File: config.mk
export PLATFORM = sky130hd
export DESIGN_NAME = mpds_dp
export DESIGN_NICKNAME = d
export VERILOG_FILES = /design/src/design/mpds_pkg.sv /design/src/design/mpds_ram.sv /design/src/design/mpds_dp.sv
export SDC_FILE = /design/constraint.sdc
export NUM_CORES = 2
export LEC_CHECK = 0
export BUFFER_PORTS_ARGS = -buffer_cell sky130_fd_sc_hd__buf_2
export CAP_MARGIN = 10
export CELL_PAD_IN_SITES_DETAIL_PLACEMENT = 2
export CELL_PAD_IN_SITES_GLOBAL_PLACEMENT = 2
export CORE_AREA = 2 2 629 443
export CTS_BUF_LIST = sky130_fd_sc_hd__clkbuf_8
export DETAILED_ROUTE_END_ITERATION = 10
export DIE_AREA = 0 0 631 445
export PLACE_DENSITY = 0.57
export SETUP_SLACK_MARGIN = 0.2
export SYNTH_ARGS = -nofsm -noshare
export SYNTH_HDL_FRONTEND = slang
export SYNTH_SLANG_ARGS = --single-unit
File: constraint.sdc
create_clock -name i_clk -period 4.9 [get_ports i_clk]
set_clock_uncertainty 0.2 [all_clocks]
set_input_delay 0.98 -clock i_clk [delete_from_list [all_inputs] [get_ports i_clk]]
set_output_delay 0.98 -clock i_clk [all_outputs]
set_load 0.03 [all_outputs]
File: src/design/mpds_pkg.sv
// ----------------------------------------------------------------------------
// mpds_pkg: shared types and constants for the priority decay scheduler
// Field widths, default parameters and the controller/datapath command types.
// ----------------------------------------------------------------------------
`default_nettype none
package mpds_pkg;
    localparam int ID_W        = 6;
    localparam int BURST_IN_W  = 16;
    localparam int PRIO_W      = 4;
    localparam int TIME_W      = 32;
    localparam int D_NUM_PROCS = 64;
    localparam int D_TOP_LEVEL = 10;
    localparam int D_BURST_BITS = 16;

    typedef enum logic {
        REQ_ARRIVE = 1'b0,
        REQ_TICK   = 1'b1
    } t_req;

    typedef struct packed {
        logic req_type;
        logic [ID_W-1:0] proc_id;
        logic [BURST_IN_W-1:0] burst_len;
        logic [PRIO_W-1:0] start_priority;
    } t_in_item;

    typedef struct packed {
        logic idle;
        logic [ID_W-1:0] served_id;
        logic done_res;
        logic first_run;
        logic [TIME_W-1:0] time_now;
    } t_out_item;

    // controller -> datapath
    typedef struct packed {
        logic rd;       // issue slot table reads for the latched item
        logic exec;     // commit the latched item
    } t_cmd;

    // datapath -> controller
    typedef struct packed {
        logic makes_result;
    } t_status;
endpackage
`default_nettype wire

File: src/design/mpds_ram.sv
// ----------------------------------------------------------------------------
// mpds_ram: generic single-port-write, one-read RAM
// Registered read data.
// ----------------------------------------------------------------------------
`default_nettype none
module mpds_ram #(
    parameter int WIDTH = 8,
    parameter int DEPTH = 64
) (
    input  wire logic                     i_clk,
    input  wire logic                     i_we,
    input  wire logic [$clog2(DEPTH)-1:0] i_waddr,
    input  wire logic [WIDTH-1:0]         i_wdata,
    input  wire logic [$clog2(DEPTH)-1:0] i_raddr,
    output logic      [WIDTH-1:0]         o_rdata
);
    logic [WIDTH-1:0] r_mem [DEPTH];
    always_ff @(posedge i_clk) begin
        if (i_we) begin
            r_mem[i_waddr] <= i_wdata;
        end
        o_rdata <= r_mem[i_raddr];
    end
endmodule
`default_nettype wire

File: src/design/mpds_dp.sv
// ----------------------------------------------------------------------------
// mpds_dp: scheduler datapath
// Level lists, slot tables, priority encode and the result register.
// ----------------------------------------------------------------------------
`default_nettype none
module mpds_dp #(
    parameter int NUM_PROCS  = mpds_pkg::D_NUM_PROCS,
    parameter int TOP_LEVEL  = mpds_pkg::D_TOP_LEVEL,
    parameter int BURST_BITS = mpds_pkg::D_BURST_BITS
) (
    input  wire logic                i_clk,
    input  wire logic                i_rst_n,
    input  wire logic                i_load,
    input  wire mpds_pkg::t_in_item  i_item,
    input  wire mpds_pkg::t_cmd      i_cmd,
    output mpds_pkg::t_status        o_status,
    output mpds_pkg::t_out_item      o_result
);
    import mpds_pkg::*;
    localparam int NLEV = TOP_LEVEL + 1;
    localparam int LW   = $clog2(NLEV);
    localparam int SW   = $clog2(NUM_PROCS);

    t_in_item r_item;
    logic [NUM_PROCS-1:0] r_queued, r_started;
    logic [NLEV-1:0] r_nonempty;
    logic [SW-1:0] r_head [NLEV];
    logic [SW-1:0] r_tail [NLEV];
    logic [TIME_W-1:0] r_ticks;
    t_out_item r_res;

    // tick target, chosen at rd
    logic [LW-1:0] r_lv;
    logic          r_any;
    logic [SW-1:0] r_slot;

    logic [BURST_BITS-1:0] rem_q;
    logic [PRIO_W-1:0]     pri_q;
    logic [SW-1:0]         nxt_q;

    logic          rem_we, pri_we, nxt_we;
    logic [SW-1:0] rem_wa, nxt_wa, rd_addr;
    logic [BURST_BITS-1:0] rem_wd;
    logic [PRIO_W-1:0]     pri_wd;
    logic [SW-1:0]         nxt_wd;

    // priority encode
    logic [LW-1:0] enc_lv;
    logic          enc_any;
    always_comb begin
        enc_lv  = '0;
        enc_any = 1'b0;
        for (int l = 0; l < NLEV; l++) begin
            if (r_nonempty[l]) begin
                enc_lv  = LW'(l);
                enc_any = 1'b1;
            end
        end
    end

    logic [SW-1:0] in_slot;
    logic          in_ok;
    assign in_slot = SW'(r_item.proc_id);
    assign in_ok   = (32'(r_item.proc_id) < NUM_PROCS) && !r_queued[in_slot];

    assign o_status.makes_result = (r_item.req_type == REQ_TICK);
    assign rd_addr = r_head[enc_lv];

    function automatic logic [LW-1:0] lvl_of(input logic [PRIO_W-1:0] p);
        return (32'(p) > TOP_LEVEL) ? LW'(TOP_LEVEL) : LW'(p);
    endfunction

    // tick commit values
    logic done;
    logic [PRIO_W-1:0] npri;
    logic [LW-1:0] plv, alv;
    logic [SW-1:0] ins_slot;
    logic ins_en;
    logic [LW-1:0] ins_lv;
    logic ins_link;
    assign done = (32'(rem_q) <= 1);
    assign npri = (pri_q != '0) ? pri_q - PRIO_W'(1) : pri_q;
    assign plv  = lvl_of(npri);
    assign alv  = lvl_of(r_item.start_priority);

    // link after the old tail when the target list stays non-empty
    assign ins_lv   = (r_item.req_type == REQ_ARRIVE) ? alv : plv;
    assign ins_link = r_nonempty[ins_lv] &&
                      !(r_item.req_type == REQ_TICK && ins_lv == r_lv &&
                        r_tail[r_lv] == r_slot);

    always_comb begin
        rem_we = 1'b0; pri_we = 1'b0; nxt_we = 1'b0;
        rem_wa = r_slot; nxt_wa = '0; nxt_wd = '0;
        rem_wd = done ? '0 : rem_q - BURST_BITS'(1);
        pri_wd = npri;
        ins_en = 1'b0; ins_slot = r_slot;
        if (i_cmd.exec) begin
            if (r_item.req_type == REQ_ARRIVE) begin
                if (in_ok) begin
                    rem_we = 1'b1; pri_we = 1'b1; rem_wa = in_slot;
                    rem_wd = BURST_BITS'(r_item.burst_len);
                    pri_wd = r_item.start_priority;
                    ins_en = 1'b1; ins_slot = in_slot;
                end
            end else if (r_any) begin
                rem_we = 1'b1; pri_we = 1'b1;
                ins_en = !done;
            end
        end
        if (ins_en && ins_link) begin
            nxt_we = 1'b1; nxt_wa = r_tail[ins_lv]; nxt_wd = ins_slot;
        end
    end

    mpds_ram #(.WIDTH(BURST_BITS), .DEPTH(NUM_PROCS)) u_rem (
        .i_clk, .i_we(rem_we), .i_waddr(rem_wa), .i_wdata(rem_wd),
        .i_raddr(rd_addr), .o_rdata(rem_q));
    mpds_ram #(.WIDTH(PRIO_W), .DEPTH(NUM_PROCS)) u_pri (
        .i_clk, .i_we(pri_we), .i_waddr(rem_wa), .i_wdata(pri_wd),
        .i_raddr(rd_addr), .o_rdata(pri_q));
    mpds_ram #(.WIDTH(SW), .DEPTH(NUM_PROCS)) u_nxt (
        .i_clk, .i_we(nxt_we), .i_waddr(nxt_wa), .i_wdata(nxt_wd),
        .i_raddr(rd_addr), .o_rdata(nxt_q));

    always_ff @(posedge i_clk) begin
        if (i_load) begin
            r_item <= i_item;
        end
        if (i_cmd.rd) begin
            r_lv   <= enc_lv;
            r_slot <= rd_addr;
        end
        if (i_cmd.exec && r_item.req_type == REQ_TICK) begin
            r_res.idle      <= !r_any;
            r_res.served_id <= r_any ? ID_W'(r_slot) : '0;
            r_res.done_res  <= r_any && done;
            r_res.first_run <= r_any && !r_started[r_slot];
            r_res.time_now  <= r_ticks;
        end
        if (!i_rst_n) begin
            r_queued   <= '0;
            r_started  <= '0;
            r_nonempty <= '0;
            r_ticks    <= '0;
            r_any      <= 1'b0;
        end else begin
            if (i_cmd.rd) begin
                r_any <= enc_any;
            end
            if (i_cmd.exec) begin
                if (r_item.req_type == REQ_TICK) begin
                    r_ticks <= r_ticks + TIME_W'(1);
                    if (r_any) begin
                        if (r_tail[r_lv] == r_slot) begin
                            // a slot requeued on its own level keeps the list live
                            if (!(ins_en && ins_lv == r_lv)) begin
                                r_nonempty[r_lv] <= 1'b0;
                            end
                        end else begin
                            r_head[r_lv] <= nxt_q;
                        end
                        if (done) begin
                            r_queued[r_slot] <= 1'b0;
                        end
                        r_started[r_slot] <= 1'b1;
                    end
                end else if (in_ok) begin
                    r_started[in_slot] <= 1'b0;
                end
                if (ins_en) begin
                    if (!ins_link) begin
                        r_head[ins_lv]     <= ins_slot;
                        r_nonempty[ins_lv] <= 1'b1;
                    end
                    r_tail[ins_lv]     <= ins_slot;
                    r_queued[ins_slot] <= 1'b1;
                end
            end
        end
    end

    assign o_result = r_res;
endmodule
`default_nettype wire

* Word-level counts from Yosys, hierarchy flattened
Memory sizes are Yosys's and may differ from the RTL's. A register that Yosys moved wholly into a read port is not among the register bits.
Cells that the tools add are included.
** Operators by class
- $lt $le $gt $ge :: 13
- Reduce and logical (&&, ||, !) cells :: 20
- Eq/ne operators :: 4
- Add/subtract/negate cells :: 3
- Bitwise logic cells :: 9
- Muxes and demuxes :: 98
** Operators with widths (number)
- $mux 64 :: 9
- $and 64x64->64 :: 2
- $not 64->64 :: 2
- $or 64x64->64 :: 2
- $mux 11 :: 8
- $mux 16 :: 4
- $mux 4 :: 15
- $mux 1 :: 47
- $add 32x1->32 const B :: 1
- $mux 6 :: 5
- $lt 6x7->1 const B :: 3
- $demux 1 s6 :: 3
- $ge 6x1->1 const B :: 3
- $le 16x1->1 const B :: 1
- $sub 16x1->16 const B :: 1
- $logic_and 1x1->1 :: 13
- $bmux 1 s6 :: 2
- $and 11x11->11 :: 1
- $not 11->11 :: 1
- $or 11x11->11 :: 1
- $lt 4x5->1 const B :: 2
- $demux 1 s4 :: 2
- $ge 4x1->1 const B :: 2
- $gt 4x4->1 const B :: 2
- other kinds (11) :: 15
** Word-level totals
- Input bits :: 32
- Register bits :: 250
- Memories kept :: 5
- RAM bits :: 1796
** Memory list
- u_rem.r_mem :: words 64, width 16, read ports 1, clocked after Yosys merged registers in 1, wr ports 1, line mpds_ram.sv:17 : logic [WIDTH-1:0] r_mem [DEPTH];
- u_nxt.r_mem :: words 64, width 6, read ports 1, clocked after Yosys merged registers in 1, wr ports 1, line mpds_ram.sv:17
- u_pri.r_mem :: words 64, width 4, read ports 1, clocked after Yosys merged registers in 1, wr ports 1, line mpds_ram.sv:17
- r_head :: words 11, width 6, read ports 1, clocked after Yosys merged registers in 0, wr ports 2, line mpds_dp.sv:27 : logic [SW-1:0] r_head [NLEV];
- r_tail :: words 11, width 6, read ports 2, clocked after Yosys merged registers in 1, wr ports 1, line mpds_dp.sv:28 : logic [SW-1:0] r_tail [NLEV];

* Depth between registers and ports, before layout
- Depth after elaboration :: 16
- Depth in mapped cells :: 18
- Mapped depth without buffers :: 12

* Hierarchy
From an unflattened synthesis, not the netlist that was laid out.
** Second synthesis, totals
- Cell total of the unflattened synthesis :: 4834
- Area total of the unflattened synthesis :: 84641.2 um^2
** Modules (own cells, without submodules)
- mpds_ram (u_rem) :: cells each 1829, area each 40042.2 um^2, instances 1
- mpds_dp :: cells each 1764, area each 18965.7 um^2, instances 1
- mpds_ram (u_nxt) :: cells each 720, area each 15225.9 um^2, instances 1
- mpds_ram (u_pri) :: cells each 521, area each 10407.5 um^2, instances 1

* Least setup slack after synthesis
OpenSTA, ideal clock, no wires.
- Path kind :: reg-to-reg
- Start point :: register r_item, in the netlist in_slot[0]
- End point :: memory u_pri.r_mem[0][2] (netlist name), data pin
- Data arrival time :: 4.611 ns
- Required time :: 4.151 ns
- Clock period less this slack :: 5.360 ns
- Path slack :: -0.460 ns
- Stages on the path, launching flop included :: 13
- Cells stage by stage :: edfxtp_1 > buf_2 > buf_4 > mux2i_1 > mux4_2 > o211ai_1 > a31oi_1 > o221ai_2 > buf_2 > buf_1 > clkbuf_1 > nor2_1 > a21oi_1
** Between the ends
- Cells in the longest elaborated chain, start to end :: 5
** RTL lines
- start, declared :: line mpds_dp.sv:24 : t_in_item r_item;
- start signal, assigned :: line mpds_dp.sv:128 : r_item <= i_item;
- $bmux 1 s6 :: line mpds_dp.sv:64 : assign in_ok = (32'(r_item.proc_id) < NUM_PROCS) && !r_queued[in_slot];
- $mux 1 (implied by the code) :: line mpds_dp.sv:64
- $mux 4 :: line mpds_dp.sv:100 : if (in_ok) begin
- $mux 4 :: line mpds_dp.sv:99 : if (r_item.req_type == REQ_ARRIVE) begin
- $mux 4 :: line mpds_dp.sv:98 : if (i_cmd.exec) begin
- named net pri_wd[2] :: line mpds_dp.sv:44 : logic [PRIO_W-1:0] pri_wd;
- end, declared :: line mpds_ram.sv:17
The timed path passes the listed nets, and every way through them passes these cells. The select of a mux whose other input is x is not followed.

* Worst setup path after layout
- Start point :: register r_nonempty[7]
- End point :: register u_rem.o_rdata[0], read port of u_rem.r_mem
** Between the ends
- Cells in the longest elaborated chain, start to end :: 5
** RTL lines
- start, declared :: line mpds_dp.sv:26 : logic [NLEV-1:0] r_nonempty;
- start signal, assigned :: line mpds_dp.sv:144 : r_nonempty <= '0;
- start signal, assigned by index :: line mpds_dp.sv:158 : r_nonempty[r_lv] <= 1'b0;
- start signal, assigned by index :: line mpds_dp.sv:174 : r_nonempty[ins_lv] <= 1'b1;
- $mux 4 (4 in a row) :: line mpds_dp.sv:54 : if (r_nonempty[l]) begin
- $mem_v2 11x6
- end, declared :: line mpds_ram.sv:15 : output logic [WIDTH-1:0] o_rdata
No other way between the ends.
A chain may end at the register's enable or synchronous reset.

==> impl_metrics.env <==
export IMPL_max_freq_ghz=0.212
export IMPL_ys_seq_area_frac=0.688
export IMPL_grt_pass1_wl_mm=460
export IMPL_portBuffers=73
export IMPL_synth_warnings=0
export IMPL_die_w_um=631
export IMPL_wl_mm=323
export IMPL_setup_tns_ns=0
export IMPL_routed_via_density=5.48
export IMPL_crit_path_end_kind="register"
export IMPL_grt_overflow_total=0
export IMPL_syn_nets=6168
export IMPL_power_density_mw_per_mm2=645
export IMPL_timing_final_crit_share=0.963
export IMPL_dr_pass1_iters=6
export IMPL_grtUsageTotal=0.225
export IMPL_slowest_stage="o32ai_1"
export IMPL_die_y_um=445
export IMPL_antenna_found_initial=16
export IMPL_drive_gt1_frac=0.221
export IMPL_start_kind="register"
export IMPL_drc=0
export IMPL_crit_type="reg -> reg"
export IMPL_vias=58019
export IMPL_relSlewSlack=0.326
export IMPL_initial_core_util=0.319
export IMPL_maxSlewViolCount=0
export IMPL_dp_hpwl_mm=207
export IMPL_grt_max_degree=167
export IMPL_drtAntennaViolNets=0
export IMPL_tightest_slew_ns=1.01
export IMPL_max_vdd_ir_drop_uv=483
export IMPL_critical_path_max_stage_delay_ns=0.66
export IMPL_die_area_mm2=0.281
export IMPL_hold_path_class="in -> reg"
export IMPL_power_w=0.0667
export IMPL_synthToLayoutAreaGrowth_pct=18.0
export IMPL_power_leakage_nw=35.0
export IMPL_core_mm2=0.274
export IMPL_utilization=0.377
export IMPL_routedWlPerCell_um=30.6
export IMPL_setup_violations=0
export IMPL_path_max_fanout=81
export IMPL_synthesis_area_mm2=0.0876
export IMPL_status="complete, no violations"
export IMPL_cp_cell_sequence="or2_2 -> a211o_1 -> nand2_2 -> o211ai_1 -> buf_4 -> o21a_4 -> nor2_4 -> buf_12 -> buf_16 -> mux2_2 -> o32ai_1 -> nor3_1 -> nand4_1"
export IMPL_synthCells=6131
export IMPL_worst_ep_required_time_ns=5.63
export IMPL_ioPinCount=74
export IMPL_ys_seq_elements=2076
export IMPL_synth_cell_types=102
export IMPL_synthArstFlopShare=0
export IMPL_tritoncts="yes"
export IMPL_cts_path_max_buffers=4
export IMPL_cap_viol_max_count=0
export IMPL_hold_viol=0
export IMPL_nFillCells=27458
export IMPL_clkLatencyLatePin_ns=1.01
export IMPL_cts_sinks=2076
export IMPL_first_global_vias=60740
export IMPL_arrival_ns=5.45
export IMPL_drt_iter0_drc=5251
export IMPL_rows=161
export IMPL_yosys_top_cells_area="edfxtp_1, mux2i_1, dfxtp_1"
export IMPL_synth_largest_area_cell="edfxtp_1"
export IMPL_synth_top_area_frac=0.642
export IMPL_cts_made_buffers=348
export IMPL_rsz0062_at_grt="true"
export IMPL_nNetsFinal=6678
export IMPL_synth_edff_count=1874
export IMPL_cts_max_level=5
export IMPL_rrSetupSlack_ns=0.18
export IMPL_min_period_ns=4.72
export IMPL_whs_ns=0.104
export IMPL_postSynthAreaPerCell_um2=14.3
export IMPL_synth_main_ff_cell="edfxtp_1"
export IMPL_place_congestion=0.868
export IMPL_clk_pin_slew_ns=0.07
export IMPL_clockRootBuffer="clkbuf_8"
==> sequential cells by signal (all words and copies together), names as in the netlist, 6 cells and up, named ones only <==
name and flops:
r_nonempty 11, r_started 64, r_slot 6, u_rem.r_mem 1024, r_head 66, in_slot 6
u_nxt.r_mem 384, u_nxt.o_rdata 6, r_tail 66, r_queued 64, u_pri.r_mem 256, o_result 41
r_item 20, r_ticks 32, u_rem.o_rdata 16
==> cell usage after synthesis (all sizes together) (59+ instances only) <==
cell type	instances
mux2i	516
mux2	267
buf	160
clkbuf	289
nand3	184
nor3	66
and3	181
nand2	517
inv	59
o211ai	169
o22ai	89
dfxtp	202
edfxtp	1874
a21oi	164
o21ai	265
o2111ai	80
nor2	275
==> critical path, delay by kind of cell, from the launching register on <==
kind / cells / cell delay (ns)
compound gates: 4 / 1.48
simple gates: 5 / 1.20
buf+inv: 3 / 0.77
flops: 1 / 0.44
mux: 1 / 0.44
==> routing by layer <==
metal	part of all wire	GRT usage
met1	0.49	0.342
met2	0.44	0.336
met3	0.054	0.0323
met4	0.021	0.0521
met5	0.000084	0
==> area by class of cell <==
class                      instances  area, µm²  share of cell area
antenna                            8       20.0            0.000194
clock buffer                     370       5090              0.0493
clock inverter                   243       1030             0.00994
inverter                          62        259             0.00251
multi-input combinational       3544      26000               0.251
sequential                      2076      60300               0.583
tap                             3667       4590              0.0444
timing repair buffer             609       6090              0.0589
==> metrics by stage <==
step	instance area [µm²]	setup WS [ns]	cells
3_5_place_dp	96300	-0.504	9919
2_1_floorplan	87600	-0.460	6131
6_report	103000	0.181	10579
3_3_place_gp	96300	-0.424	9915
5_1_grt	103000	0.141	10572
4_1_cts	103000	0.140	10558
==> report_power, final <==
| group | switching [W] | internal (W) | total (W) |
|---|---|---|---|
| clock | 0.00738 | 0.00703 | 0.0144 |
| combinational | 0.0205 | 0.00975 | 0.0302 |
| sequential | 0.000548 | 0.0215 | 0.0221 |
==> cell families (layout without fill, tap and decap cells) <==
logic type / after synthesis / in the layout / synth area share
compound gates: 1233 / 1233 / 0.0997
buf+inv: 511 / 1284 / 0.0255
flops: 2076 / 2076 / 0.688
other cells: 0 / 8 / 0
mux: 814 / 814 / 0.101
simple gates: 1441 / 1441 / 0.0793
fa+ha+maj: 5 / 5 / 0.000714
xor+xnor: 51 / 51 / 0.00510
==> placed cells by master, fill, tap and decap left out, drive strengths merged, types with 52 or more instances in the layout <==
master,synthesis,routed
inv,59,200
o211ai,169,169
o311ai,54,54
a211oi,57,57
o221ai,55,55
clkinv,3,96
clkbuf,289,370
dfxtp,202,202
nand2,517,517
nor3,66,66
mux2i,516,516
o22ai,89,89
buf,160,586
nor2b,54,54
a311oi,52,52
nand3,184,184
mux2,267,267
o2111ai,80,80
and3,181,181
nor2,275,275
o21ai,265,265
a22oi,54,54
edfxtp,1874,1874
a21oi,164,164
==> final timing paths <==
path            startpoint          endpoint  cells past startpoint
min reg2reg    r_ticks[31]      o_result[31]                      0
max          r_nonempty[7]  u_rem.o_rdata[0]                     13
min             i_item[17]        r_item[17]                      1
max reg2reg  r_nonempty[7]  u_rem.o_rdata[0]                     13
==> what timing repair did <==
action,4_1_cts,5_1_grt
hold endpoints to repair,23,0
pin swaps,3,8
hold buffers,23,0
resized for setup,49,61
endpoints found under the setup margin,260,796
buffers inserted,3,13
Note: power is estimated with default switching activity, not from simulation.
