## src/design/mpds_pkg.sv

```systemverilog
// ----------------------------------------------------------------------------
// mpds_pkg: shared types and constants for the priority decay scheduler
// Field widths, default parameters and the controller/datapath command types.
// ----------------------------------------------------------------------------
`default_nettype none
package mpds_pkg;
    localparam int ID_W        = 6;
    localparam int BURST_IN_W  = 16;
    localparam int PRIO_W      = 4;
    localparam int TIME_W      = 32;
    localparam int D_NUM_PROCS = 64;
    localparam int D_TOP_LEVEL = 10;
    localparam int D_BURST_BITS = 16;

    typedef enum logic {
        REQ_ARRIVE = 1'b0,
        REQ_TICK   = 1'b1
    } t_req;

    typedef struct packed {
        logic req_type;
        logic [ID_W-1:0] proc_id;
        logic [BURST_IN_W-1:0] burst_len;
        logic [PRIO_W-1:0] start_priority;
    } t_in_item;

    typedef struct packed {
        logic idle;
        logic [ID_W-1:0] served_id;
        logic done_res;
        logic first_run;
        logic [TIME_W-1:0] time_now;
    } t_out_item;

    // controller -> datapath
    typedef struct packed {
        logic rd;       // issue slot table reads for the latched item
        logic exec;     // commit the latched item
    } t_cmd;

    // datapath -> controller
    typedef struct packed {
        logic makes_result;
    } t_status;
endpackage
`default_nettype wire

```

## src/design/mpds_ctrl.sv

```systemverilog
// ----------------------------------------------------------------------------
// mpds_ctrl: scheduler controller
// Sequences read and commit of one item and holds the result handshake.
// ----------------------------------------------------------------------------
`default_nettype none
module mpds_ctrl (
    input  wire logic              i_clk,
    input  wire logic              i_rst_n,
    input  wire logic              i_in_valid,
    output logic                   o_in_ready,
    output logic                   o_load,
    output logic                   o_out_valid,
    input  wire logic              i_out_ready,
    output mpds_pkg::t_cmd         o_cmd,
    input  wire mpds_pkg::t_status i_status
);
    import mpds_pkg::*;
    typedef enum logic [1:0] {S_IDLE, S_READ, S_EXEC} t_state;
    t_state r_state;
    logic   r_out_valid;

    // a pending result blocks only the commit of another tick
    assign o_in_ready = (r_state == S_IDLE);
    assign o_load     = i_in_valid && o_in_ready;
    assign o_cmd.rd   = (r_state == S_READ);
    assign o_cmd.exec = (r_state == S_EXEC) &&
                        !(i_status.makes_result && r_out_valid && !i_out_ready);
    assign o_out_valid = r_out_valid;

    always_ff @(posedge i_clk) begin
        if (!i_rst_n) begin
            r_state     <= S_IDLE;
            r_out_valid <= 1'b0;
        end else begin
            if (r_out_valid && i_out_ready &&
                !(o_cmd.exec && i_status.makes_result)) begin
                r_out_valid <= 1'b0;
            end
            case (r_state)
                S_IDLE: if (o_load) r_state <= S_READ;
                S_READ: r_state <= S_EXEC;
                S_EXEC: begin
                    if (o_cmd.exec) begin
                        r_state <= S_IDLE;
                        if (i_status.makes_result) r_out_valid <= 1'b1;
                    end
                end
                default: r_state <= S_IDLE;
            endcase
        end
    end
endmodule
`default_nettype wire

```

## config.mk

```make
export PLATFORM = sky130hd
export DESIGN_NAME = mpds_ctrl
export DESIGN_NICKNAME = d
export VERILOG_FILES = /design/src/design/mpds_pkg.sv /design/src/design/mpds_ctrl.sv
export SDC_FILE = /design/constraint.sdc
export NUM_CORES = 1
export LEC_CHECK = 0
export ABC_AREA = 1
export BUFFER_PORTS_ARGS = -buffer_cell sky130_fd_sc_hd__buf_2
export CAP_MARGIN = 20
export CORE_AREA = 2 2 39 41
export CTS_CLUSTER_SIZE = 28
export DETAILED_ROUTE_END_ITERATION = 7
export DIE_AREA = 0 0 41 43
export GPL_TIMING_DRIVEN = 0
export PLACE_DENSITY = 0.34
export SYNTH_ARGS = -nofsm -noshare
export SYNTH_HDL_FRONTEND = slang
export SYNTH_SLANG_ARGS = --single-unit
```

## constraint.sdc

```tcl
create_clock -name i_clk -period 1 [get_ports i_clk]
set_input_delay 0.2 -clock i_clk [delete_from_list [all_inputs] [get_ports i_clk]]
set_output_delay 0.2 -clock i_clk [all_outputs]
set_load 0.01 [all_outputs]
```

After elaboration in Yosys (flattened, before gate mapping)
Cells that the tools add are included.

word-level totals
  flip-flop bits (word level) = 3
  bits in latches = 0
  memory bits (writable) = 0
  memory bits (read-only) = 0
  logic and storage cells = 25
  memories = 0

cells by class
  $add $sub $neg = 0
  $mul = 0
  div/mod/pow operators = 0
  $lt $le $gt $ge = 0
  eq/ne operators = 4
  shifts and indexed selects = 0
  multiplexer cells = 7
  bitwise logic cells = 0
  reductions and logical operators = 12

operator list
  cell                  number
  $logic_and A1 B1 Y1   7
  $pmux W2 S3           1
  $mux W1               4
  $mux W2               2
  $logic_not A1 Y1      3
  $eq A2 B1 Y1 const B  1
  $eq A2 B2 Y1 const B  1
  $logic_not A2 Y1      1
  $ne A2 B1 Y1 const B  1
  $ne A2 B2 Y1 const B  1
  $reduce_and A2 Y1     1

Logic depth before layout (Yosys ltp)
Gate-level depths: netlist of run 1.

  depth after elaboration = 11
  mapped depth = 4
  mapped depth without buffers = 4

Worst setup path after synthesis of run 1
No wires, ideal clock.

  kind = register -> output
  from = register r_out_valid, in the netlist o_out_valid
  to = output port o_cmd[0] in the netlist's numbering
  data arrival time = 0.729 ns
  path slack = 0.071 ns
  stages on the path, launching flop included = 4
  cells stage by stage = dfxtp_1 nand2_1 nor2_4 nor3_1

RTL lines
  what                      line             source
  start: declaration        mpds_ctrl.sv:20  logic r_out_valid;
  start signal: assignment  mpds_ctrl.sv:33  r_out_valid <= 1'b0;
  start signal: assignment  mpds_ctrl.sv:37  r_out_valid <= 1'b0;
  start signal: assignment  mpds_ctrl.sv:45  if (i_status.makes_result) r_out_valid <= 1'b1;
  end: declaration          mpds_ctrl.sv:14  output mpds_pkg::t_cmd o_cmd,

==> impl_results.md, run 1 <==
- Worst Path Max Fanout: 4
- Synth top area share: 39.3%
- Peak Freq: 0.884 GHz
- DRC: 0
- Post-synth net total: 26
- PnR Total Power: 396 uW
- Final worst path period need: 1.13 ns
- Worst setup margin: -0.132 ns
- Die Area: 1760 um2
- Placed inst area: 218 um2
- Initial antenna violation count: 0
- Switch share: approximately a quarter
- Cells after Synth: 21
- Status: finished, violations left
- # hold bufs at CTS: 0
- Worst endpoint data arrival time: 0.93 ns
- Synth area leader: dfxtp_1
- Routed WL: around 360 um
- Share of cells above drive strength 1: about two thirds
- Port Buf Inserts: 9
- Synth Cell Area: 153 um2
- Worst clock skew: between 0.006 and 0.007 ns
- CP endpoint kind: output pin
- Buf/Inv on CP: 2
- Count of warnings emitted by yosys: 0
- Setup CP Type: reg -> out
- Power per cell area: 1480 nW/um2
- Max Root-Sink Buffers: 2
- H-tree Lvls: 1
- Gr ovfl total: 0
- Global-route wire length before repair: 621 um
- Main synth FF type: dfxtp_1
- Final Hold Viols: 0
- Synth top cells by count: nand2_1 (5), inv_1 (4), dfxtp_1 (3)
- Cell family with most CP delay: flip-flops
- CTS Sinks: 3
- Worst-margin pin slew: just over 0.2 ns
- Slowest CP cell: dfxtp_4
- Detailed placement HPWL: around 280 um
- DR WL/cell: 7.16 um
- Combinational Power Share: 12.6%
- Slowest stage delay, CP: approximately 0.37 ns
- Initial Util: between 10% and 20%
- Avg Cell Area, Syn: 7.27 um2
- CP startpoint kind: register
- Slew HR: between 80% and 90%
- Final net count: 40
- Ports: 10
- RSZ-0062 raised after global routing: true
- Setup violators final: 4
- Sequential Power Share: about a third
- Final instance area: 268 um2
- N_diodes: 0
- Finished Layout Cells: 50
- Net switching power: 100 uW
- Total global-route track usage: 5.92%
- Tcrit/Tclk final: 113%
- Failing checks: negative setup slack
- Total CTS buffers: 3
- CP Data Required Time: approximately 0.8 ns
- Detailed Route Iter0 Violations: 3
- RePlAce Congestion: 0.558
- Clk network pwr share: 54.2%
- Hold crit path type: in -> reg
- Number of distinct library cells after synthesis: 10
- Synth top area cells: dfxtp_1 (39%), nand2_1 (12%), a21oi_2 (11%), inv_1 (9.8%), nor2_4 (7.4%)
- Seq/Total Area, Yosys: 39.3%
- IR drop worst, VDD: 0.629 mV
- Via/cell ratio: 3.24
- CTS tree: built
- Clock Latency Late Sink: 0.23 ns
- Internal: slightly below 300 uW
- Rows: 14
- Synth Register Bits: 3
- Total core area: about 1400 um2
- Post-synth ARST share: 0%
- Top-count cell post-synth: nand2_1
- Vert. Die Dim: approximately 43 um
- DR pass1 iterations: 2
- EDFF count, synth: 0
- Maxcap violations: 0
- Total number of vias: 162
- Count of pins over their slew limit: 0
- CTS root buf: clkbuf_4
- Antenna-violating nets left: 0
- CTS clk-pin slew, worst paths: roughly 0.040 ns
- Critical Path, Cell by Cell: inv_4 > nor3_2 > buf_2
- Die width: between 40 and 50 um
- P_leak: 0.000125 uW
- Area Growth Syn to Fin: 75.4%
- Via count of the first global-routing pass: 164
- Largest net degree at the start of global routing: 7
- Placed Cells: 46
- Pre-CTS WS: 0.0370 ns
[flip-flops by register name (all words and copies together) (netlist names)]
signal and flops:
o_out_valid 1, r_state 2
[stage by stage]
stage / hold WS (ns) / TNS [ns] / utilization, %
2_1_floorplan: 0.341 / 0 / -
3_3_place_gp: 0.462 / 0 / 15.7
3_5_place_dp: 0.462 / 0 / 15.7
4_1_cts: 0.212 / -0.374 / 18.6
5_1_grt: 0.238 / -0.563 / 19.3
6_report: 0.231 / -0.311 / 19.3
[worst register-to-register path, delay by kind of cell (launching register included)]
kind	cells	cell delay, ns
AO/OA/AOI/OAI	1	0.11
buffers and inverters	1	0.04
flip-flops	1	0.37
AND/OR/NAND/NOR	2	0.17
[metal layers]
metal / routed length [um] / global-route usage [%]
met1: 188 / 7.07
met2: 118 / 5.94
met3: 50 / 4.71
met4: 0 / 6.00
met5: 0 / 0
[area by class of cell]
class	count	area, um2
repair buffers	9	45.0
well taps	16	20.0
clock buffers	4	26.3
fillers	158	1120
flip-flops and latches	3	68.8
inverters	5	21.3
multi-input cells	13	86.3
[power by group through the flow]
stage | logic (uW) | registers [uW] | clock network [uW]
6_report | 49.9 | 131 | 215
3_5_place_dp | 47.6 | 134 | 0
2_1_floorplan | 24.5 | 133 | 0
4_1_cts | 49.0 | 132 | 226
5_1_grt | 57.5 | 133 | 245
3_3_place_gp | 47.6 | 134 | 0
[kinds of logic after synthesis]
kind of cell	Yosys count	synth area share, %
compound gates	2	11.5
buf+inv	5	12.3
flops	3	39.3
simple gates	11	36.9
[final timing paths]
check / cells after the start / from / slack (ns) / end
setup / recovery: 3 / r_state[1]$_SDFFE_PN0P_ / -0.13 / o_cmd[0]
hold / removal: 3 / i_rst_n / 0.23 / r_state[1]$_SDFFE_PN0P_
setup reg to reg: 4 / r_state[1]$_SDFFE_PN0P_ / 0.23 / o_out_valid$_SDFF_PN0_
hold reg to reg: 1 / r_state[1]$_SDFFE_PN0P_ / 0.47 / r_state[0]$_SDFFE_PN0P_
[cell usage in the layout, fill, tap and decap left out, drive strengths merged]
master	count
nor2	3
nor3	2
nor4	1
dfxtp	3
inv	5
clkbuf	4
buf	9
nand2	5
a21oi	2
[repair_timing]
action / 4_1_cts / 5_1_grt
setup buffers: 0 / 0
pin swaps: 1 / 1
resized for setup: 6 / 3
endpoints found under the setup margin: 4 / 4
Power figures use the tool's default switching activity.
==> run 2: changes to the inputs <==
ABC_AREA = unset   (was 1)
MAX_ROUTING_LAYER = met4   (was unset)
PLACE_DENSITY = 0.35   (was 0.34)
==> run 2 against run 1 <==
  * Synthesized area grew 8.2%
  * Highest routed layer unchanged
  * First-iteration DRC count down 67%
  * Largest power group unchanged
  * The run still ends with negative setup slack left
  * Register-to-register slack worse by 0.24 ns
  * Largest cell class unchanged
==> impl_results.md, run 2 <==
- Status: finished, violations left (unchanged)
- Failing checks: negative setup slack (unchanged)
- Avg Cell Area, Syn: 10.3 um2 (was 7.27 um2)
- Detailed Route Iter0 Violations: 1 (was 3)
- Share of cells above drive strength 1: 71.0% (was 67.6%)
- Slew HR: 86.1% (was 86.0%)
- Antenna-violating nets left: 0 (unchanged)
- Setup violators final: 5 (was 4)
- Gr ovfl total: 0 (unchanged)
- Largest net degree at the start of global routing: 7 (unchanged)
- P_leak: 0.000141 uW (was 0.000125 uW)
- DR WL/cell: 8.87 um (was 7.16 um)
- Routed WL: 417 um (was 358 um)
- Synth top area cells: dfxtp_1 (36%), o41ai_2 (9.8%), nand3b_1 (9.1%), nand2b_4 (8.3%), nor3b_2 (7.6%) (was dfxtp_1 (39%), nand2_1 (12%), a21oi_2 (11%), inv_1 (9.8%), nor2_4 (7.4%))
- Hold WS: 0.200 ns (was 0.231 ns)
- Total core area: 1380 um2 (unchanged)
- Ports: 10 (unchanged)
- Vert. Die Dim: 43 um (unchanged)
- Die Area: 1760 um2 (unchanged)
- Most common cell after layout, fill and taps aside: buf_2 (unchanged)
- CTS tree: built (unchanged)
- IR drop worst, VDD: 0.434 mV (was 0.629 mV)
- Final net count: 37 (was 40)
- H-tree Lvls: 1 (unchanged)
- Cells after Synth: 16 (was 21)
- CP Data Required Time: 0.80 ns (about the same)
- Area Growth Syn to Fin: 84.8% (was 75.4%)
- Via/cell ratio: 3.60 (was 3.24)
- PnR Total Power: 414 uW (was 396 uW)
- Synth top area share: 36.4% (was 39.3%)
- Count of warnings emitted by yosys: 0 (unchanged)
- Clock Latency Late Sink: 0.23 ns (about the same)
- Worst endpoint data arrival time: 1.03 ns (was 0.93 ns)
- Tcrit/Tclk final: 123% (was 113%)
- Seq/Total Area, Yosys: 36.4% (was 39.3%)
- Main synth FF type: dfxtp_1 (unchanged)
- Total CTS buffers: 3 (unchanged)
- Power per cell area: 1360 nW/um2 (was 1480 nW/um2)
- RSZ-0062 raised after global routing: true (unchanged)
- Synth top cells by count: dfxtp_1 (3), inv_1 (2), nand3b_1 (2) (was nand2_1 (5), inv_1 (4), dfxtp_1 (3))
- Worst clock skew: 0.00488 ns (was 0.00605 ns)
- Final Hold Viols: 0 (unchanged)
- Synth Register Bits: 3 (unchanged)
- CTS clk-pin slew, worst paths: 0.04 ns (about the same)
- Global-route wire length before repair: 676 um (was 621 um)
- DRC: 0 (unchanged)
- Setup CP Type: reg -> out (unchanged)
- CP endpoint kind: output pin (unchanged)
- Worst Path Max Fanout: 6 (was 4)
- Commonest cells after routing, fill and taps aside: buf_2 (7), clkbuf_4 (3) (was buf_2 (9), nand2_1 (4), inv_1 (4))
- Count of pins over their slew limit: 0 (unchanged)
- Post-synth ARST share: 0% (unchanged)
- Post-synth net total: 21 (was 26)
- Worst setup margin: -0.228 ns (was -0.132 ns)
- DR pass1 iterations: 2 (unchanged)
- Most flops, register: r_state (unchanged)
- Final worst path period need: 1.23 ns (was 1.13 ns)
- RePlAce Congestion: 0.594 (was 0.558)
- Finished Layout Cells: 47 (was 50)
- Total number of vias: 169 (was 162)
- Synth area leader: dfxtp_1 (unchanged)
- Peak Freq: 0.814 GHz (was 0.884 GHz)
- EDFF count, synth: 0 (unchanged)
- CTS Sinks: 3 (unchanged)
- Max reg flops: 2 (unchanged)
- Maxcap violations: 0 (unchanged)
- CP startpoint kind: register (unchanged)
- Placed Cells: 41 (was 46)
- Final instance area: 305 um2 (was 268 um2)
- Hold crit path type: in -> reg (unchanged)
- Total global-route track usage: 6.47% (was 5.92%)
- Pre-CTS WS: -0.0559 ns (was 0.0370 ns)
- Rows: 14 (unchanged)
- Die width: 41 um (unchanged)
- N_diodes: 0 (unchanged)
- Synth Cell Area: 165 um2 (was 153 um2)
- Initial antenna violation count: 0 (unchanged)
- Via count of the first global-routing pass: 166 (was 164)
- Port Buf Inserts: 9 (unchanged)
- Sequential cell area: 67.6 um2 (was 68.8 um2)
- Worst-margin pin slew: 0.206 ns (was 0.208 ns)
- Initial Util: 11.9% (was 11.0%)
- CTS root buf: clkbuf_4 (unchanged)
- Top-count cell post-synth: dfxtp_1 (was nand2_1)
- # fillers: 155 (was 158)
- Multi-input gate area: 111 um2 (was 86.3 um2)
- Placed inst area: 230 um2 (was 218 um2)
- Max Root-Sink Buffers: 2 (unchanged)
- Number of distinct library cells after synthesis: 12 (was 10)
[run 2: changes by cell type after synthesis, sizes merged, moves of 2 or more]
| cell | previous run | this run |
|---|---|---|
| nor3 | 2 | 0 |
| inv | 5 | 2 |
| nand3b | 0 | 2 |
| nor2 | 3 | 1 |
| nand2 | 5 | 0 |
| nand2b | 0 | 2 |
[run 2: routing by layer]
metal	part of all wire, %	routed length, um	vias to the layer above	track usage (%)
li1	-	-	84	-
met1	45	188	75	7.67
met2	41	169	10	6.56
met3	14	59	0	6.28
met4	0	0	0	4.00
met5	0	0	-	-
[run 2: power breakdown]
| group | internal [uW] | total [uW] | switching, uW |
|---|---|---|---|
| Combinational | 40.2 | 65.1 | 25.0 |
| Sequential | 123 | 131 | 7.87 |
| Clock | 150 | 218 | 68.1 |
[run 2: cell families after synthesis]
logic type,count (synthesis),share of synthesized area [%]
flip-flops,3,36.4
AND/OR/NAND/NOR,8,40.1
AO/OA/AOI/OAI,3,18.9
buffers and inverters,2,4.55
[run 2: per-stage QoR]
step | utilization [%] | TNS [ns]
2_1_floorplan | - | 0
3_3_place_gp | 16.6 | -0.0379
3_5_place_dp | 16.6 | -0.0559
4_1_cts | 21.5 | -0.587
5_1_grt | 22.1 | -0.775
6_report | 22.1 | -0.535
[run 2: critical path: stages (launching register included)]
cell	delay (ns)
dfxtp_4	0.35
nand2b_4	0.14
o21ba_4	0.21
buf_6	0.09
[run 2: worst paths after layout]
check / slack (ns) / cells after the start / to / startpoint
worst max-delay path: -0.23 / 3 / o_cmd[0] / r_state[0]$_SDFFE_PN0P_
worst min register to register: 0.52 / 2 / r_state[1]$_SDFFE_PN0P_ / o_out_valid$_SDFF_PN0_
worst max register to register: -0.01 / 4 / r_state[1]$_SDFFE_PN0P_ / r_state[0]$_SDFFE_PN0P_
worst min-delay path: 0.20 / 2 / r_state[0]$_SDFFE_PN0P_ / i_rst_n
[run 2: area by class of cell]
type	instances	area share [%]
Multi-Input combinational cell	11	36.5
Timing Repair Buffer	11	23.8
Sequential cell	3	22.1
Clock buffer	4	8.61
Tap cell	16	6.56
Inverter	2	2.46
[run 2: repair_timing]
item,CTS,global route
endpoints found under the setup margin,4,4
hold buffers,0,0
buffers inserted,1,1
resized for setup,8,0
pin swaps,2,1
==> run 3: changes to the inputs <==
HOLD_SLACK_MARGIN = 0.03   (was unset)
PLACE_DENSITY = 0.36   (was 0.35)
clock period = 1.1 ns   (was 1 ns; I/O delays follow)
==> run 3 against run 2 <==
  * Via count increased by 12%
  * Worst setup slack better by 0.087 ns
  * The run still ends with negative setup slack left
  * Critical path type unchanged
  * Power fell by 5.1%
  * First-iteration DRC count fell by 100%
  * Global-route usage unchanged
  * Cell area increased by 13%
  * Routed wire length grew 7.7%
==> impl_results.md, run 3 (same netlist as run 2, synthesis figures left out) <==
- Final Core Density: 25.0% (was 22.1%)
- Antenna-violating nets left: 0 (unchanged)
- Worst endpoint data arrival time: 1.02 ns (was 1.03 ns)
- Most flops, register: r_state (unchanged)
- Final worst path period need: 1.24 ns
- CP startpoint kind: register (unchanged)
- Tcrit/Tclk final: 113%
- Buf/Inv on CP: 1 (unchanged)
- Placed Cells: 41 (unchanged)
- DR WL/cell: 8.80 um (was 8.87 um)
- Detail Route met3 WL: 72 um (was 59 um)
- Via/cell ratio: 3.71 (was 3.60)
- Worst setup margin: -0.141 ns (was -0.228 ns)
- Die width: 41 um (unchanged)
- RePlAce Congestion: 0.544 (was 0.594)
- Largest net degree at the start of global routing: 7 (unchanged)
- Cell family with most CP delay: flip-flops (unchanged)
- Total core area: 1380 um2 (unchanged)
- R2r startpoint: r_state[1]$_SDFFE_PN0P_ (was r_state[0]$_SDFFE_PN0P_)
- Final Hold Viols: 0 (unchanged)
- Hold WS: 0.256 ns (was 0.200 ns)
- Hold crit path type: in -> reg (unchanged)
- Global-route wire length before repair: 683 um (was 676 um)
- CP Data Required Time: 0.88 ns (was 0.80 ns)
- Setup violators final: 3 (was 5)
- Detailed Route Iter0 Violations: 0 (was 1)
- Clock Latency Late Sink: 0.23 ns (about the same)
- Gr ovfl total: 0 (unchanged)
- # fillers: 156 (was 155)
- RSZ-0062 raised after global routing: true (unchanged)
- Total global-route track usage: 6.47% (unchanged)
- CTS Sinks: 3 (unchanged)
- Max Root-Sink Buffers: 2 (unchanged)
- Total number of vias: 189 (was 169)
- Vert. Die Dim: 43 um (unchanged)
- Initial Util: 11.9% (unchanged)
- Commonest cells after routing, fill and taps aside: buf_2 (7), buf_6 (4), buf_4 (4) (was buf_2 (7), clkbuf_4 (3))
- Slowest CP cell: dfxtp_4 (unchanged)
- WL met2: 173 um (was 169 um)
- Status: finished, violations left (unchanged)
- N_diodes: 0 (unchanged)
- Finished Layout Cells: 51 (was 47)
- Slowest stage delay, CP: 0.35 ns (about the same)
- Detailed placement HPWL: about 270 um
- R2R setup slack: 0.09 ns (was -0.01 ns)
- Setup CP Type: reg -> out (unchanged)
- H-tree Lvls: 1 (unchanged)
- Worst path depth: 3 (unchanged)
- Die Area: 1760 um2 (unchanged)
- DRC: 0 (unchanged)
- CP endpoint kind: output pin (unchanged)
- Worst Setup EP: o_cmd[0] (unchanged)
- Maxcap violations: 0 (unchanged)
- Routed WL: 449 um (was 417 um)
- Final net count: 41 (was 37)
- Via count of the first global-routing pass: 170 (was 166)
- Worst Path Max Fanout: 5 (was 6)
- Ports: 10 (unchanged)
- Critical Path, Cell by Cell: nand2b_4 > o21ba_4 > buf_6 (unchanged)
- Initial antenna violation count: 0 (unchanged)
- Met1 WL: 202 um (was 188 um)
- CTS root buf: clkbuf_4 (unchanged)
- PnR Total Power: 393 uW (was 414 uW)
- Top sig layer: met3 (unchanged)
- CTS clk-pin slew, worst paths: 0.04 ns (about the same)
- Port Buf Inserts: 9 (unchanged)
- Count of pins over their slew limit: 0 (unchanged)
- Most common cell after layout, fill and taps aside: buf_2 (unchanged)
- Failing checks: negative setup slack (unchanged)
- CTS tree: built (unchanged)
- Worst clock skew: 0.00156 ns (was 0.00488 ns)
- Share of cells above drive strength 1: 77.1% (was 71.0%)
- Worst-margin pin slew: 0.216 ns (was 0.206 ns)
- Rows: 14 (unchanged)
- Max reg flops: 2 (unchanged)
- Critical Path Start: r_state[0]$_SDFFE_PN0P_ (unchanged)
- P_leak: 0.000165 uW (was 0.000141 uW)
- Pre-CTS WS: 0.0277 ns (was -0.0559 ns)
- DR pass1 iterations: 1 (was 2)
- Power per cell area: 1140 nW/um2 (was 1360 nW/um2)
- R2R cell count: 5 (was 4)
- Total CTS buffers: 3 (unchanged)
- Slew HR: 85.5% (was 86.1%)
- Peak Freq: 0.806 GHz
- Worst R2R End: r_state[0]$_SDFFE_PN0P_ (was r_state[1]$_SDFFE_PN0P_)
- Area Growth Syn to Fin: 109% (was 84.8%)
- IR drop worst, VDD: 0.558 mV (was 0.434 mV)
[run 3: cell count changes in the layout (fill, tap and decap cells not counted), sizes merged]
| cell | before | now |
|---|---|---|
| buf | 11 | 15 |
[run 3: through the flow]
step | area, um2 | TNS, ns
after global placement | 230 | 0
after global routing | 345 | -0.387
after detailed placement | 230 | 0
final | 345 | -0.274
after floorplan | 165 | 0
after CTS | 337 | -0.327
[run 3: power breakdown]
group | switching (uW) | internal, uW
combinational | 28.0 | 54.6
clock | 55.8 | 136
sequential | 6.80 | 112
[run 3: area by class of cell]
cell class	instances	area, um2	area share (%)
repair buffers	15	110	31.9
multi-input cells	11	114	33.0
inverters	2	7.51	2.17
well taps	16	20.0	5.80
flip-flops and latches	3	67.6	19.6
clock buffers	4	26.3	7.61
[run 3: per-layer routing]
layer | track usage, % | vias to the layer above
li1 | - | 93
met1 | 7.67 | 83
met2 | 7.50 | 13
met3 | 7.85 | 0
met4 | 0 | 0
met5 | - | -
[run 3: what timing repair did]
action                     4_1_cts  5_1_grt
pin swaps                        2        0
hold buffers                     0        0
setup endpoints to repair        3        4
resized for setup               10        2
setup buffers                    6        1
[run 3: how the worst min path moves through the flow]
stage	start	endpoint	cells after the start
3_3_place_gp	i_rst_n	r_state[0]$_SDFFE_PN0P_	2
6_report	i_rst_n	r_state[0]$_SDFFE_PN0P_	2
5_1_grt	i_rst_n	r_state[0]$_SDFFE_PN0P_	2
2_1_floorplan	i_rst_n	r_state[0]$_SDFFE_PN0P_	1
3_5_place_dp	i_rst_n	r_state[0]$_SDFFE_PN0P_	2
4_1_cts	i_rst_n	r_state[0]$_SDFFE_PN0P_	2
[run 3: worst register-to-register path: stages, from the launching register on]
cell,delay [ns]
dfxtp_4,0.36
nor3b_2,0.20
buf_4,0.14
buf_6,0.08
buf_6,0.07
and2_4,0.11
